## src/sv/hts_pkg.sv

```systemverilog
`default_nettype none
// ----------------------------------------------------------------------------
// hts_pkg: shared types and constants for heading_to_wheel_speeds
// Widths, angle constants, the arctangent table, sequencer states, turn modes
// and the control word that the sequencer hands to the datapath units.
// ----------------------------------------------------------------------------
package hts_pkg;

  // word layout
  localparam int HEAD_W     = 16;  // heading_x, heading_y
  localparam int SPD_W      = 17;  // left_speed, right_speed
  localparam int MODE_W     = 2;   // turn_mode
  localparam int IN_W       = 2 * HEAD_W;
  localparam int OUT_RAW_W  = 2 * SPD_W + MODE_W;
  localparam int OUT_W      = ((OUT_RAW_W + 7) / 8) * 8;

  // configuration
  localparam int THR_W      = 14;  // angle thresholds, Q2.12
  localparam int MAXS_W     = 15;  // wheel speed cap, Q7.8
  localparam int CFG_IDX_W  = 3;
  localparam int CFG_DATA_W = 15;
  localparam logic [CFG_IDX_W-1:0] CFG_HARD_TURN = 3'd0;
  localparam logic [CFG_IDX_W-1:0] CFG_SOFT_TURN = 3'd1;
  localparam logic [CFG_IDX_W-1:0] CFG_NO_TURN   = 3'd2;
  localparam logic [CFG_IDX_W-1:0] CFG_SPEED_CAP = 3'd3;

  // iteration counts
  localparam int ANGLE_ITERATIONS = 16;
  localparam int SQRT_STEPS       = 16;
  localparam int DIV_STEPS        = 16;
  localparam int LOOP_STEPS = (ANGLE_ITERATIONS > SQRT_STEPS) ? ANGLE_ITERATIONS : SQRT_STEPS;
  localparam int CNT_W      = $clog2(LOOP_STEPS + 1);

  // vector unit widths
  localparam int SCALE_SH   = 16;  // inputs scaled by 2^16 before rotation
  localparam int XY_W       = 35;
  localparam int Z_W        = 21;
  localparam int ANG_W      = 15;  // Q3.12 angle, signed
  localparam int SQ_W       = 32;
  localparam int LEN_W      = 16;
  localparam int ATAN_W     = 16;
  localparam int ATAN_DEPTH = 24;
  localparam int ATAN_IDX_W = 5;

  localparam int PI_Q16      = 205887;
  localparam int PI_Q12      = 12868;
  localparam int HALF_PI_Q12 = 6434;

  // divider widths
  localparam int PROD_W = MAXS_W + THR_W;
  localparam int NUM_W  = PROD_W + 1;
  localparam int QUO_W  = 16;
  localparam int DEN_W  = THR_W + 1;

  // round(atan(2^-i) * 2^16)
  localparam logic [ATAN_W-1:0] ATAN_TAB [ATAN_DEPTH] = '{
    16'd51472, 16'd30386, 16'd16055, 16'd8150, 16'd4091, 16'd2047, 16'd1024, 16'd512,
    16'd256,   16'd128,   16'd64,    16'd32,   16'd16,   16'd8,    16'd4,    16'd2,
    16'd1,     16'd0,     16'd0,     16'd0,    16'd0,    16'd0,    16'd0,    16'd0
  };

  function automatic logic [ATAN_W-1:0] atan_lut(input logic [ATAN_IDX_W-1:0] i);
    logic [ATAN_W-1:0] v;
    v = '0;
    if (i < ATAN_IDX_W'(ATAN_DEPTH)) begin
      v = ATAN_TAB[i];
    end
    return v;
  endfunction

  typedef enum logic [MODE_W-1:0] {
    MODE_NONE = 2'd0,
    MODE_SOFT = 2'd1,
    MODE_HARD = 2'd2
  } hts_mode_t;

  typedef enum logic [2:0] {
    S_IDLE,
    S_PREP,
    S_ITER,
    S_ANGLE,
    S_MUL,
    S_DLOAD,
    S_DIV,
    S_FIN
  } hts_state_t;

  typedef struct packed {
    logic             load;      // word accepted: capture heading
    logic             sqrt_load; // start the root from the summed squares
    logic             iter;      // one rotation / root step
    logic [CNT_W-1:0] idx;       // step number
    logic             angle;     // capture angle and base speed
    logic             mul;       // base * |angle|
    logic             div_load;  // set up the divider
    logic             div_step;  // one quotient bit
    logic             finish;    // result written to the output register
  } hts_ctrl_t;

endpackage
`default_nettype wire

```

## src/sv/hts_seq.sv

```systemverilog
`default_nettype none
// ----------------------------------------------------------------------------
// hts_seq: sequencer
// Steps one heading word through the rotation/root loop, the angle capture,
// the multiply and the bit-serial divide, then writes the result.
// ----------------------------------------------------------------------------
module hts_seq (
  input  wire logic               clk,
  input  wire logic               rst_n,
  input  wire logic               in_valid,
  input  wire logic               out_free,
  output logic                    in_ready,
  output hts_pkg::hts_ctrl_t      ctrl
);

  hts_pkg::hts_state_t            state_r, state_nxt;
  logic [hts_pkg::CNT_W-1:0]      cnt_r, cnt_nxt;

  // state and step counter
  always_ff @(posedge clk) begin
    if (!rst_n) begin
      state_r <= hts_pkg::S_IDLE;
      cnt_r   <= '0;
    end else begin
      state_r <= state_nxt;
      cnt_r   <= cnt_nxt;
    end
  end

  // next state
  always_comb begin
    state_nxt = state_r;
    cnt_nxt   = cnt_r;
    unique case (state_r)
      hts_pkg::S_IDLE: begin
        if (in_valid) state_nxt = hts_pkg::S_PREP;
      end
      hts_pkg::S_PREP: begin
        state_nxt = hts_pkg::S_ITER;
        cnt_nxt   = '0;
      end
      hts_pkg::S_ITER: begin
        cnt_nxt = cnt_r + 1'b1;
        if (cnt_r == hts_pkg::CNT_W'(hts_pkg::LOOP_STEPS - 1)) state_nxt = hts_pkg::S_ANGLE;
      end
      hts_pkg::S_ANGLE: state_nxt = hts_pkg::S_MUL;
      hts_pkg::S_MUL:   state_nxt = hts_pkg::S_DLOAD;
      hts_pkg::S_DLOAD: begin
        state_nxt = hts_pkg::S_DIV;
        cnt_nxt   = '0;
      end
      hts_pkg::S_DIV: begin
        cnt_nxt = cnt_r + 1'b1;
        if (cnt_r == hts_pkg::CNT_W'(hts_pkg::DIV_STEPS - 1)) state_nxt = hts_pkg::S_FIN;
      end
      hts_pkg::S_FIN: begin
        if (out_free) state_nxt = hts_pkg::S_IDLE;
      end
      default: state_nxt = hts_pkg::S_IDLE;
    endcase
  end

  // outputs
  always_comb begin
    in_ready       = 1'b0;
    ctrl           = '0;
    ctrl.idx       = cnt_r;
    unique case (state_r)
      hts_pkg::S_IDLE: begin
        in_ready  = 1'b1;
        ctrl.load = in_valid;
      end
      hts_pkg::S_PREP:  ctrl.sqrt_load = 1'b1;
      hts_pkg::S_ITER:  ctrl.iter      = 1'b1;
      hts_pkg::S_ANGLE: ctrl.angle     = 1'b1;
      hts_pkg::S_MUL:   ctrl.mul       = 1'b1;
      hts_pkg::S_DLOAD: ctrl.div_load  = 1'b1;
      hts_pkg::S_DIV:   ctrl.div_step  = 1'b1;
      hts_pkg::S_FIN:   ctrl.finish    = out_free;
      default: ;
    endcase
  end

endmodule
`default_nettype wire

```

## src/sv/hts_vec.sv

```systemverilog
`default_nettype none
// ----------------------------------------------------------------------------
// hts_vec: vector unit
// Vectoring rotation for atan2 (one micro-rotation per step through shifters
// and adders) next to a one-bit-per-step integer square root.
// ----------------------------------------------------------------------------
module hts_vec (
  input  wire logic                             clk,
  input  wire hts_pkg::hts_ctrl_t               ctrl,
  input  wire logic signed [hts_pkg::HEAD_W-1:0] hx,
  input  wire logic signed [hts_pkg::HEAD_W-1:0] hy,
  output logic signed [hts_pkg::ANG_W-1:0]      ang,
  output logic [hts_pkg::LEN_W-1:0]             len
);

  localparam int XY_W = hts_pkg::XY_W;
  localparam int Z_W  = hts_pkg::Z_W;
  localparam int SQ_W = hts_pkg::SQ_W;

  logic signed [XY_W-1:0]   x_r, y_r;
  logic signed [Z_W-1:0]    z_r;
  logic                     y0_r, x0_r, xneg_r, ypos_r;
  logic [SQ_W-1:0]          px_r, py_r;
  logic [SQ_W-1:0]          n_r, r_r, bit_r;

  logic signed [XY_W-1:0]   hx_w, hy_w, x_ld, y_ld, dx, dy;
  logic signed [Z_W-1:0]    z_ld, atan_s, zr8, zq;
  logic signed [2*hts_pkg::HEAD_W-1:0] px_s, py_s;
  logic                     cordic_en, sqrt_en;
  logic [SQ_W-1:0]          trial;

  assign cordic_en = ctrl.iter && (ctrl.idx < hts_pkg::CNT_W'(hts_pkg::ANGLE_ITERATIONS));
  assign sqrt_en   = ctrl.iter && (ctrl.idx < hts_pkg::CNT_W'(hts_pkg::SQRT_STEPS));

  // start vector: scaled, folded into the right half plane
  always_comb begin
    hx_w = {{(XY_W-hts_pkg::HEAD_W){hx[hts_pkg::HEAD_W-1]}}, hx} <<< hts_pkg::SCALE_SH;
    hy_w = {{(XY_W-hts_pkg::HEAD_W){hy[hts_pkg::HEAD_W-1]}}, hy} <<< hts_pkg::SCALE_SH;
    px_s = hx * hx;
    py_s = hy * hy;
    if (hx < 0) begin
      x_ld = -hx_w;
      y_ld = -hy_w;
      z_ld = (hy >= 0) ? Z_W'(hts_pkg::PI_Q16) : -Z_W'(hts_pkg::PI_Q16);
    end else begin
      x_ld = hx_w;
      y_ld = hy_w;
      z_ld = '0;
    end
  end

  // micro-rotation terms
  always_comb begin
    dx     = y_r >>> ctrl.idx;
    dy     = x_r >>> ctrl.idx;
    atan_s = {{(Z_W-hts_pkg::ATAN_W){1'b0}},
              hts_pkg::atan_lut(hts_pkg::ATAN_IDX_W'(ctrl.idx))};
  end

  // rotation registers
  always_ff @(posedge clk) begin
    if (ctrl.load) begin
      x_r    <= x_ld;
      y_r    <= y_ld;
      z_r    <= z_ld;
      y0_r   <= (hy == 0);
      x0_r   <= (hx == 0);
      xneg_r <= (hx < 0);
      ypos_r <= (hy > 0);
      px_r   <= SQ_W'(px_s);
      py_r   <= SQ_W'(py_s);
    end else if (cordic_en) begin
      if (y_r > 0) begin
        x_r <= x_r + dx;
        y_r <= y_r - dy;
        z_r <= z_r + atan_s;
      end else begin
        x_r <= x_r - dx;
        y_r <= y_r + dy;
        z_r <= z_r - atan_s;
      end
    end
  end

  // square root, one result bit per step
  assign trial = r_r + bit_r;

  always_ff @(posedge clk) begin
    if (ctrl.sqrt_load) begin
      n_r   <= px_r + py_r;
      r_r   <= '0;
      bit_r <= SQ_W'(1) << (SQ_W - 2);
    end else if (sqrt_en) begin
      if (n_r >= trial) begin
        n_r <= n_r - trial;
        r_r <= (r_r >> 1) + bit_r;
      end else begin
        r_r <= r_r >> 1;
      end
      bit_r <= bit_r >> 2;
    end
  end

  assign len = r_r[hts_pkg::LEN_W-1:0];

  // round to Q3.12, clamp, and take the exact axes
  always_comb begin
    zr8 = z_r + Z_W'(8);
    zq  = zr8 >>> 4;
    if (zq > Z_W'(hts_pkg::PI_Q12)) begin
      zq = Z_W'(hts_pkg::PI_Q12);
    end else if (zq < -Z_W'(hts_pkg::PI_Q12 - 1)) begin
      zq = -Z_W'(hts_pkg::PI_Q12 - 1);
    end
    if (y0_r) begin
      ang = xneg_r ? hts_pkg::ANG_W'(hts_pkg::PI_Q12) : '0;
    end else if (x0_r) begin
      ang = ypos_r ? hts_pkg::ANG_W'(hts_pkg::HALF_PI_Q12)
                   : -hts_pkg::ANG_W'(hts_pkg::HALF_PI_Q12);
    end else begin
      ang = zq[hts_pkg::ANG_W-1:0];
    end
  end

endmodule
`default_nettype wire

```

## src/sv/hts_div.sv

```systemverilog
`default_nettype none
// ----------------------------------------------------------------------------
// hts_div: soft-turn speed offset
// Computes (2*base*|angle| + hard) / (2*hard) with one multiply and a
// restoring divider that settles one quotient bit per step.
// ----------------------------------------------------------------------------
module hts_div (
  input  wire logic                         clk,
  input  wire hts_pkg::hts_ctrl_t           ctrl,
  input  wire logic [hts_pkg::MAXS_W-1:0]   base,
  input  wire logic [hts_pkg::THR_W-1:0]    mag,
  input  wire logic [hts_pkg::THR_W-1:0]    hard,
  output logic [hts_pkg::QUO_W-1:0]         quo
);

  localparam int NUM_W = hts_pkg::NUM_W;
  localparam int QUO_W = hts_pkg::QUO_W;
  localparam int DEN_W = hts_pkg::DEN_W;

  logic [hts_pkg::PROD_W-1:0] prod_r;
  logic [DEN_W-1:0]           den_r, rem_r, rem_nxt;
  logic [QUO_W-1:0]           qn_r;
  logic [NUM_W-1:0]           num;
  logic [DEN_W:0]             t;
  logic                       ge;

  assign num = {prod_r, 1'b0} + NUM_W'(hard);

  // trial subtract
  always_comb begin
    t       = {rem_r, qn_r[QUO_W-1]};
    ge      = (t >= {1'b0, den_r});
    rem_nxt = ge ? DEN_W'(t - {1'b0, den_r}) : DEN_W'(t);
  end

  always_ff @(posedge clk) begin
    if (ctrl.mul) begin
      prod_r <= base * mag;
    end
    if (ctrl.div_load) begin
      den_r <= {hard, 1'b0};
      rem_r <= DEN_W'(num[NUM_W-1:QUO_W]);
      qn_r  <= num[QUO_W-1:0];
    end else if (ctrl.div_step) begin
      rem_r <= rem_nxt;
      qn_r  <= {qn_r[QUO_W-2:0], ge};
    end
  end

  assign quo = qn_r;

endmodule
`default_nettype wire

```

## src/sv/heading_to_wheel_speeds.sv

```systemverilog
`default_nettype none
// ----------------------------------------------------------------------------
// heading_to_wheel_speeds: differential-drive wheel speeds from a heading
// Turns a Q8.8 heading vector into left/right wheel speeds and a turn mode.
// ----------------------------------------------------------------------------
// Usage:
//   in_*  : one word per heading (x, y). in_tready is high only while the
//           block is idle; a word is taken when in_tvalid and in_tready meet.
//   out_* : one word per heading: left, right speeds and the new turn mode.
//   cfg_* : register writes (index, data); always ready. Write only while idle.
// Timing:
//   Once the input word is taken, the block runs a set-up step, 16
//   rotation/root steps, the angle, multiply and divider set-up steps,
//   a 16-step bit-serial divide and the final write to the output register.
//   The divider and the rotation loop make up most of these steps. A new word
//   can be taken from the cycle after the result is written, not before.
//   A result waiting in the output register does not stop the next heading
//   from entering; if the receiver still holds off when the next result is
//   done, the block waits in its last step until the register frees up.
// Reset:
//   rst_n clears the sequencer, the turn mode (no turn), the output valid and
//   all configuration registers to zero.
// ----------------------------------------------------------------------------
module heading_to_wheel_speeds (
  input  wire logic                             clk,
  input  wire logic                             rst_n,
  // input words
  input  wire logic                             in_tvalid,
  output logic                                  in_tready,
  input  wire logic [hts_pkg::IN_W-1:0]         in_tdata,  // heading_x, heading_y
  // result words
  output logic                                  out_tvalid,
  input  wire logic                             out_tready,
  output logic [hts_pkg::OUT_W-1:0]             out_tdata, // left_speed, right_speed,
                                                           // turn_mode, zero pad
  // configuration writes
  input  wire logic                             cfg_valid,
  output logic                                  cfg_ready,
  input  wire logic [hts_pkg::CFG_IDX_W-1:0]    cfg_index,
  input  wire logic [hts_pkg::CFG_DATA_W-1:0]   cfg_data
);

  localparam int SPD_W = hts_pkg::SPD_W;

  hts_pkg::hts_ctrl_t                     ctrl;
  hts_pkg::hts_mode_t                     mode_r, mode_new_r, mode_nxt;
  logic [hts_pkg::THR_W-1:0]              hard_r, soft_r, none_r;
  logic [hts_pkg::MAXS_W-1:0]             max_r, base_r;
  logic signed [hts_pkg::ANG_W-1:0]       ang, ang_r;
  logic [hts_pkg::LEN_W-1:0]              len;
  logic [hts_pkg::THR_W-1:0]              mag;
  logic [hts_pkg::QUO_W-1:0]              quo;
  logic                                   out_valid_r, out_free;
  logic signed [SPD_W-1:0]                left_r, right_r, s1, s2, base_s, d_s;
  hts_pkg::hts_mode_t                     out_mode_r;
  logic [hts_pkg::MAXS_W-1:0]             d;

  assign out_free  = !out_valid_r || out_tready;
  assign cfg_ready = 1'b1;

  // configuration registers
  always_ff @(posedge clk) begin
    if (!rst_n) begin
      hard_r <= '0;
      soft_r <= '0;
      none_r <= '0;
      max_r  <= '0;
    end else if (cfg_valid && cfg_ready) begin
      unique case (cfg_index)
        hts_pkg::CFG_HARD_TURN: hard_r <= cfg_data[hts_pkg::THR_W-1:0];
        hts_pkg::CFG_SOFT_TURN: soft_r <= cfg_data[hts_pkg::THR_W-1:0];
        hts_pkg::CFG_NO_TURN:   none_r <= cfg_data[hts_pkg::THR_W-1:0];
        hts_pkg::CFG_SPEED_CAP: max_r  <= cfg_data[hts_pkg::MAXS_W-1:0];
        default: ;
      endcase
    end
  end

  hts_seq u_seq (
    .clk      (clk),
    .rst_n    (rst_n),
    .in_valid (in_tvalid),
    .out_free (out_free),
    .in_ready (in_tready),
    .ctrl     (ctrl)
  );

  hts_vec u_vec (
    .clk  (clk),
    .ctrl (ctrl),
    .hx   (in_tdata[hts_pkg::HEAD_W-1:0]),
    .hy   (in_tdata[hts_pkg::IN_W-1:hts_pkg::HEAD_W]),
    .ang  (ang),
    .len  (len)
  );

  // angle and clamped base speed
  always_ff @(posedge clk) begin
    if (ctrl.angle) begin
      ang_r  <= ang;
      base_r <= (len < hts_pkg::LEN_W'(max_r)) ? hts_pkg::MAXS_W'(len) : max_r;
    end
  end

  assign mag = (ang_r < 0) ? hts_pkg::THR_W'(-ang_r) : hts_pkg::THR_W'(ang_r);

  hts_div u_div (
    .clk  (clk),
    .ctrl (ctrl),
    .base (base_r),
    .mag  (mag),
    .hard (hard_r),
    .quo  (quo)
  );

  // mode cascade: hard -> soft, then soft, then none
  always_comb begin
    mode_nxt = mode_r;
    if (mode_nxt == hts_pkg::MODE_HARD && mag <= soft_r) begin
      mode_nxt = hts_pkg::MODE_SOFT;
    end
    if (mode_nxt == hts_pkg::MODE_SOFT) begin
      if (mag > hard_r)       mode_nxt = hts_pkg::MODE_HARD;
      else if (mag <= none_r) mode_nxt = hts_pkg::MODE_NONE;
    end
    if (mode_nxt == hts_pkg::MODE_NONE) begin
      if (mag > hard_r)      mode_nxt = hts_pkg::MODE_HARD;
      else if (mag > none_r) mode_nxt = hts_pkg::MODE_SOFT;
    end
  end

  always_ff @(posedge clk) begin
    if (ctrl.mul) mode_new_r <= mode_nxt;
  end

  // speed pair from the new mode
  always_comb begin
    d      = (hard_r == '0) ? base_r
           : ((quo > hts_pkg::QUO_W'(base_r)) ? base_r : hts_pkg::MAXS_W'(quo));
    base_s = SPD_W'(base_r);
    d_s    = SPD_W'(d);
    case (mode_new_r)
      hts_pkg::MODE_NONE: begin
        s1 = base_s;
        s2 = base_s;
      end
      hts_pkg::MODE_SOFT: begin
        s1 = base_s - d_s;
        s2 = base_s + d_s;
      end
      hts_pkg::MODE_HARD: begin
        s1 = -SPD_W'(max_r);
        s2 = SPD_W'(max_r);
      end
      default: begin
        s1 = '0;
        s2 = '0;
      end
    endcase
  end

  // turn mode state
  always_ff @(posedge clk) begin
    if (!rst_n) begin
      mode_r <= hts_pkg::MODE_NONE;
    end else if (ctrl.finish) begin
      mode_r <= mode_new_r;
    end
  end

  // output register
  always_ff @(posedge clk) begin
    if (!rst_n) begin
      out_valid_r <= 1'b0;
    end else if (ctrl.finish) begin
      out_valid_r <= 1'b1;
    end else if (out_tready) begin
      out_valid_r <= 1'b0;
    end
  end

  always_ff @(posedge clk) begin
    if (ctrl.finish) begin
      left_r     <= (ang_r > 0) ? s1 : s2;
      right_r    <= (ang_r > 0) ? s2 : s1;
      out_mode_r <= mode_new_r;
    end
  end

  assign out_tvalid = out_valid_r;
  assign out_tdata  = {{(hts_pkg::OUT_W - hts_pkg::OUT_RAW_W){1'b0}},
                       out_mode_r, right_r, left_r};

  // no second word taken while one is in work
  a_busy_after_accept: assert property (@(posedge clk) disable iff (!rst_n)
    (in_tvalid && in_tready) |=> !in_tready)
    else $error("input taken again right after a word was accepted");

  // straight running gives equal wheels
  a_none_equal: assert property (@(posedge clk) disable iff (!rst_n)
    (out_tvalid && out_mode_r == hts_pkg::MODE_NONE) |-> (left_r == right_r))
    else $error("no-turn result with unequal wheel speeds");

  // hard turn spins in place
  a_hard_opposite: assert property (@(posedge clk) disable iff (!rst_n)
    (out_tvalid && out_mode_r == hts_pkg::MODE_HARD) |-> (SPD_W'(left_r + right_r) == '0))
    else $error("hard-turn result with wheels not opposite");

  // mode moves only when a result is written
  a_mode_on_write: assert property (@(posedge clk) disable iff (!rst_n)
    ($past(rst_n) && !$stable(mode_r)) |-> $past(ctrl.finish))
    else $error("turn mode changed without a result");

  // a held result is never overwritten
  a_no_overwrite: assert property (@(posedge clk) disable iff (!rst_n)
    (out_tvalid && !out_tready) |-> !ctrl.finish)
    else $error("result written over a word still waiting");

endmodule
`default_nettype wire
```

## config.mk

```make
export PLATFORM = sky130hd
export DESIGN_NAME = heading_to_wheel_speeds
export DESIGN_NICKNAME = d
export VERILOG_FILES = /design/src/sv/hts_pkg.sv /design/src/sv/hts_seq.sv /design/src/sv/hts_vec.sv /design/src/sv/hts_div.sv /design/src/sv/heading_to_wheel_speeds.sv
export SDC_FILE = /design/constraint.sdc
export NUM_CORES = 2
export LEC_CHECK = 0
export ABC_AREA = 1
export BUFFER_PORTS_ARGS = -buffer_cell sky130_fd_sc_hd__buf_4
export CORE_MARGIN = 1
export CORE_UTILIZATION = 30
export DETAILED_ROUTE_END_ITERATION = 12
export PLACE_DENSITY = 0.46
export SYNTH_ARGS = -nofsm -noshare
export SYNTH_HDL_FRONTEND = slang
export SYNTH_SLANG_ARGS = --single-unit
```

## constraint.sdc

```tcl
create_clock -name clk -period 7.6 [get_ports clk]
set_clock_uncertainty 0.05 [all_clocks]
set_input_delay 1.52 -clock clk [delete_from_list [all_inputs] [get_ports clk]]
set_output_delay 1.52 -clock clk [all_outputs]
set_load 0.1 [all_outputs]
```

=== Word-level counts from Yosys, hierarchy flattened ===
Memory sizes are Yosys's and may differ from the RTL's.
Cells that the tools add are included.

* Word-level logic and storage cells: 184
* ROM bits: 512
* Input bits: 55
* Register bits after elaboration: 449
* Memories kept: 1
* Output and inout bits: 43

{| class="wikitable"
|+ Memories
! name !! words !! bits a word !! read ports !! clocked after Yosys merged registers in !! wr ports !! RTL line !! text
|-
| (name not given) || 32 || 16 || 1 || 0 || 0 || hts_pkg.sv:66 || <nowiki>v = ATAN_TAB[i];</nowiki>
|}

* $lt $le $gt $ge: 19
* Equality and inequality tests: 19
* Shift operators: 2
* Reductions and logical operators: 25
* Add/subtract/negate cells: 20
* Bitwise gates (word level): 1
* Mux-type cells: 63
* Multiply operators: 3

{| class="wikitable"
|+ Operators with widths
! cell !! number
|-
| $mux 35 || 8
|-
| $mux 15 || 9
|-
| $mux 32 || 4
|-
| $mux 21 || 5
|-
| $mux 16 || 5
|-
| $add 35x35->35 || 2
|-
| $neg 32->35 || 2
|-
| $sshr 35x5->35 || 2
|-
| $sub 35x35->35 || 2
|-
| $logic_not 32->1 || 2
|-
| $mul 16x16->32 || 2
|-
| $mux 14 || 4
|-
| $pmux 17 s3 || 1
|-
| $pmux 16 s3 || 1
|-
| $gt 35x1->1 const B || 1
|-
| $mux 17 || 2
|-
| $add 31x31->32 || 1
|-
| $add 32x31->32 || 1
|-
| $add 32x32->32 || 1
|-
| $ge 32x32->1 || 1
|-
| $sub 32x32->32 || 1
|-
| $add 30x14->30 || 1
|-
| $mul 15x14->29 || 1
|-
| $gt 14x14->1 || 2
|-
| 46 further kinds || 91
|}

=== Logic depth before layout (Yosys ltp) ===
* Word-level depth: 11
* Mapped depth: 35
* Depth with buffers taken out: 35

=== Cells and area by module ===
Synthesis repeated with hierarchy kept, for this count alone.

* Cell total of the unflattened synthesis: 9,408
* Area total of the unflattened synthesis: 67,733.7 µm²

{| class="wikitable"
|+ By module, submodules not included
! module !! sequential area each (µm²) !! cells an instance !! times used !! area an instance (µm²)
|-
| hts_vec || 6,636.4 || 6,258 || 1 || 44,700.4
|-
| hts_div || 2,212.1 || 1,716 || 1 || 12,610.8
|-
| heading_to_wheel_speeds || 3,243.1 || 1,346 || 1 || 9,818.2
|-
| hts_seq || 160.2 || 88 || 1 || 604.3
|}

=== Worst setup path before layout ===
OpenSTA, ideal clock, no wires.

* Path kind: input to register
* From: in in_tdata[15] (netlist name)
* To: reg u_vec.px_r[31] (data pin)
* Path buffers: 3
* Library setup time: 0.260 ns
* Setup slack: 0.101 ns
* Arrival: 7.189 ns
* Stages on the path: 23
* Data required time: 7.290 ns
* Path through: clkbuf_1 > clkbuf_1 > clkbuf_1 > nand2_1 > inv_1 > fa_1 > fa_1 > inv_1 > fa_1 > fa_1 > fa_1 > fa_1 > inv_1 > ha_1 > a21oi_1 > o21ai_0 > a2111oi_0 > o211ai_1 > nand2_1 > nand2_1 > nand2_1 > nand2_1 > xnor2_1

* Word-level cells in the longest chain between the ends: 1

{| class="wikitable"
|+ Ends and longest elaborated chain
! item !! RTL line !! text
|-
| start, declared || heading_to_wheel_speeds.sv:30 || <nowiki>input wire logic [hts_pkg::IN_W-1:0] in_tdata,</nowiki>
|-
| $mul 16x16->32 || hts_vec.sv:39 || <nowiki>px_s = hx * hx;</nowiki>
|-
| net u_vec.px_s (one bit) || hts_vec.sv:28 || <nowiki>logic signed [2*hts_pkg::HEAD_W-1:0] px_s, py_s;</nowiki>
|-
| end signal, assigned || hts_vec.sv:70 || <nowiki>px_r <= SQ_W'(px_s);</nowiki>
|-
| end, declared || hts_vec.sv:23 || <nowiki>logic [SQ_W-1:0] px_r, py_r;</nowiki>
|}

The timed path passes the listed nets, and every way through them passes these cells.
A chain may end at the register's enable or synchronous reset.

=== Final worst setup path ===
* From: reg ang_r[0] (netlist name)
* To: reg u_div.prod_r[25] (netlist name) (data pin)

* Word-level cells in the longest chain between the ends: 3
* Elaborated cells between the ends (all ways): 4
* Classes of those cells: add/sub: 1; mul: 1; order compare: 1; mux: 1

{| class="wikitable"
|+ Ends and longest elaborated chain
! item !! RTL line !! text
|-
| start, declared || heading_to_wheel_speeds.sv:49 || <nowiki>logic signed [hts_pkg::ANG_W-1:0] ang, ang_r;</nowiki>
|-
| start signal, assigned || heading_to_wheel_speeds.sv:100 || <nowiki>ang_r <= ang;</nowiki>
|-
| $neg 14->14 or $lt 15x1->1 (tied branches) || heading_to_wheel_speeds.sv:105 || <nowiki>assign mag = (ang_r < 0) ? hts_pkg::THR_W'(-ang_r) : hts_pkg::THR_W'(ang_r);</nowiki>
|-
| $mux 14 (*) || heading_to_wheel_speeds.sv:105 ||
|-
| $mul 15x14->29 (*) || hts_div.sv:38 || <nowiki>prod_r <= base * mag;</nowiki>
|-
| end signal, assigned || hts_div.sv:38 ||
|-
| end, declared || hts_div.sv:20 || <nowiki>logic [hts_pkg::PROD_W-1:0] prod_r;</nowiki>
|}

Every way passes the cells marked *; elsewhere a longest branch is shown, timed or not.

==> reports/summary.json <==
{
  "clock_tree": {
    "clk_latency_ns": 0.73,
    "cts_made_buffers": 59,
    "post-cts-setup-buffer-count": 0,
    "h_tree_levels": 2,
    "cts.sink_count": 447,
    "clk_transition_reported_paths_ns": 0.06,
    "cts_tree": "done",
    "ctsRootBufferMaster": "sky130_fd_sc_hd__clkbuf_16",
    "ctsLongestPathBuffers": 3
  },
  "synthesis": {
    "synth_seq_cells": 447,
    "synth-edff-count": 330,
    "syn_area_per_cell_sq_um": 7.46,
    "synth_sequential_area_ratio_pct": 18.9,
    "async_s_r_ff_share_synth_pct": 0,
    "yosys_warnings": 0,
    "syn-cell-area_sq_mm": 0.0648,
    "synth_cell_type_count": 76,
    "synthCells": 8686,
    "synth_flop_cell": "sky130_fd_sc_hd__edfxtp_1"
  },
  "global_route": {
    "grt_max_degree": 95,
    "wire_length_of_the_first_global_routing_pass_mm": 344,
    "number_of_global_route_vias_before_repair": 57684,
    "global_route.usage.total_pct": 20.3,
    "grt_antenna_before_repair": 2,
    "globalRouteOverflowTotal": 0
  },
  "critical_path": {
    "regToRegStartpoint": "ang_r[0]",
    "critPathLaunch": "ang_r[0]",
    "crit_required_ns": 7.97,
    "critical_path.max_stage_delay_ns": 0.55,
    "critical_path.max_fanout": 11,
    "data_arrival_time_at_the_worst_slack_endpoint_ns": 7.39,
    "cpMostUsedCell": "sky130_fd_sc_hd__inv_1",
    "setup.worst_path.end_class": "flop",
    "critical_path.slowest_cell": "sky130_fd_sc_hd__fa_1",
    "critical_path_class": "flop to flop",
    "crit_path_start_kind": "flop"
  },
  "layout": {
    "fillers": 23070,
    "nets": 10015,
    "final_layout_size_suffix_gt1_share_pct": 5.49,
    "final_cells": 11603,
    "area_delta_synth_final_pct": 9.61
  },
  "sta": {
    "setup_total_negative_slack_ns": 0,
    "unrepaired_setup_endpoints_after_global_routing": "false",
    "timing.final.ws_setup_ns": 0.572,
    "max_freq_ghz": 0.142,
    "hold_viol_final": 0,
    "timing.final.crit_share_pct": 92.5,
    "worst_pin_slew_ns": 1.19,
    "timing.final.max_slew_violations": 0,
    "final-setup-viol-count": 0,
    "finalWorstPathRequiredPeriod_ns": 7.03,
    "timing.max_slew.rel_slack_pct": 20.9
  },
  "floorplan": {
    "die_width_um": 467,
    "dieArea_sq_mm": 0.218,
    "floorplan.core_area_sq_mm": 0.215,
    "initial_utilization_pct": 30.2,
    "die_height_um": 467,
    "placementRows": 170,
    "pin_count": 98
  },
  "routing": {
    "drt-vias-per-instance": 4.93,
    "post_drt_wl_per_cell_um": 19.1,
    "vias": 57148,
    "drtAntennaViolNets": 0,
    "detail_route.iter0.violations": 4261,
    "drtPass1Iterations": 8,
    "drcViolationCount": 0,
    "finalWirelength_mm": 221
  },
  "min_path": {
    "hp-start": "none_r[5]",
    "hp-class": "flop to flop"
  },
  "outcome": {
    "run_status": "finished clean"
  },
  "flow_run": {
    "max_cap_viol_count": 0
  },
  "placement": {
    "detailed_place_hpwl_mm": 182,
    "place_inst": 11489,
    "setup_ws_pre_cts_ns": 0.193,
    "place.port_buffers": 92,
    "place_congestion": 0.922
  }
}
==> flip-flops by register name, summed over array words and instances (netlist names), 17 cells and up <==
| register | count |
|---|---|
| u_vec.y_r | 35 |
| u_vec.x_r | 35 |
| u_vec.r_r | 32 |
| u_vec.px_r | 31 |
| right_r | 17 |
| u_vec.z_r | 21 |
| u_div.prod_r | 29 |
| left_r | 17 |
| u_vec.n_r | 32 |
| u_vec.py_r | 31 |
==> layout make-up <==
| type | instances | area (sq um) | share of cell area (%) |
|---|---|---|---|
| clock inverters | 38 | 404 | 0.569 |
| flip-flops and latches | 447 | 12300 | 17.2 |
| multi-input cells | 6320 | 45300 | 63.7 |
| inverters | 1654 | 6220 | 8.75 |
| repair buffers | 230 | 1760 | 2.48 |
| well taps | 2838 | 3550 | 5.00 |
| clock buffers | 74 | 1580 | 2.23 |
| diodes | 2 | 5.00 | 0.00704 |
==> layer usage <==
layer / global-route usage, % / up-vias / routed length (um)
met3: 1.74 / 212 / 8450
met2: 34.2 / 1246 / 105000
met4: 4.49 / 0 / 4870
li1: - / 27960 / -
met1: 27.9 / 27730 / 104000
met5: 0 / - / 0
==> stage by stage <==
| stage | hold WS [ns] | area, sq um | utilization [%] |
|---|---|---|---|
| after detailed placement | 0.404 | 69100 | 32.2 |
| after global placement | 0.400 | 69100 | 32.2 |
| after CTS | 0.413 | 71000 | 33.1 |
| after floorplan | 0.385 | 64800 | - |
| final | 0.412 | 71100 | 33.1 |
| after global routing | 0.433 | 71100 | 33.1 |
==> final timing paths <==
path / endpoint / slack [ns] / depth (start not counted)
min reg2reg: none_r[5] / 0.41 / 2
max reg2reg: u_div.prod_r[25] / 0.57 / 28
min: none_r[5] / 0.41 / 2
max: u_div.prod_r[25] / 0.57 / 28
==> kinds of logic after synthesis <==
kind of cell | Yosys count | synth area share, %
buffers and inverters | 1922 | 11.4
AO/OA/AOI/OAI | 1476 | 12.6
XOR/XNOR | 305 | 4.12
other | 2 | 0.0116
adder cells (fa/ha/maj) | 1248 | 31.5
flip-flops | 447 | 18.9
AND/OR/NAND/NOR | 3286 | 21.5
==> worst max-delay path: cells and delay by family (launching register included) <==
| family | cells | cell delay, ns |
|---|---|---|
| xor gates and xnor gates | 1 | 0.14 |
| DFF | 1 | 0.43 |
| buffers and inverters | 7 | 0.47 |
| and+or+nand+nor | 8 | 1.37 |
| adders and majority gates | 8 | 3.56 |
| AOI/OAI and AO/OA | 4 | 0.70 |
==> synth_stat cells, types with 17 or more instances <==
library cell,count,share of area (%)
sky130_fd_sc_hd__a21o_1,27,0.31
sky130_fd_sc_hd__a21oi_1,625,4.8
sky130_fd_sc_hd__a31oi_1,40,0.39
sky130_fd_sc_hd__buf_1,34,0.20
sky130_fd_sc_hd__buf_2,38,0.29
sky130_fd_sc_hd__clkbuf_1,173,1.0
sky130_fd_sc_hd__clkinv_1,17,0.098
sky130_fd_sc_hd__dfxtp_1,117,3.6
sky130_fd_sc_hd__edfxtp_1,330,15
sky130_fd_sc_hd__fa_1,641,20
sky130_fd_sc_hd__ha_1,607,12
sky130_fd_sc_hd__inv_1,1619,9.4
sky130_fd_sc_hd__nand2_1,1890,11
sky130_fd_sc_hd__nand2_2,18,0.17
sky130_fd_sc_hd__nand3_1,530,4.1
sky130_fd_sc_hd__nand3_2,19,0.29
sky130_fd_sc_hd__nand4_1,70,0.68
sky130_fd_sc_hd__nor2_1,533,3.1
sky130_fd_sc_hd__nor3_1,91,0.70
sky130_fd_sc_hd__nor4_1,26,0.25
sky130_fd_sc_hd__o211ai_1,39,0.45
sky130_fd_sc_hd__o21a_1,21,0.24
sky130_fd_sc_hd__o21ai_0,531,4.1
sky130_fd_sc_hd__o21ai_1,30,0.23
sky130_fd_sc_hd__o21bai_1,26,0.30
sky130_fd_sc_hd__o221ai_1,26,0.35
sky130_fd_sc_hd__o31ai_1,19,0.22
sky130_fd_sc_hd__or2_2,43,0.41
sky130_fd_sc_hd__xnor2_1,124,1.7
sky130_fd_sc_hd__xor2_1,181,2.4
==> cells in the final DEF (no fill, tap or decap), drive strengths merged, types with 16 or more instances in the layout <==
master	synthesis	final
a21boi	16	16
a21o	27	27
a21oi	626	626
a31oi	40	40
buf	95	230
clkbuf	173	74
clkinv	17	43
dfxtp	117	117
edfxtp	330	330
fa	641	641
ha	607	607
inv	1637	1640
nand2	1914	1914
nand3	552	552
nand4	71	71
nor2	550	550
nor3	96	96
nor4	26	26
o211ai	40	40
o21a	22	22
o21ai	564	564
o21bai	26	26
o221ai	26	26
o31ai	20	20
or2	47	47
xnor2	124	124
xor2	181	181
==> timing repair <==
item	4_1_cts	5_1_grt
gates resized for setup	0	5
setup endpoints to repair	0	7
hold buffers	0	0
Power is left out: the tool's default activity adds up to more than one toggle a clock period on the data nets, which glitch-free logic cannot reach.
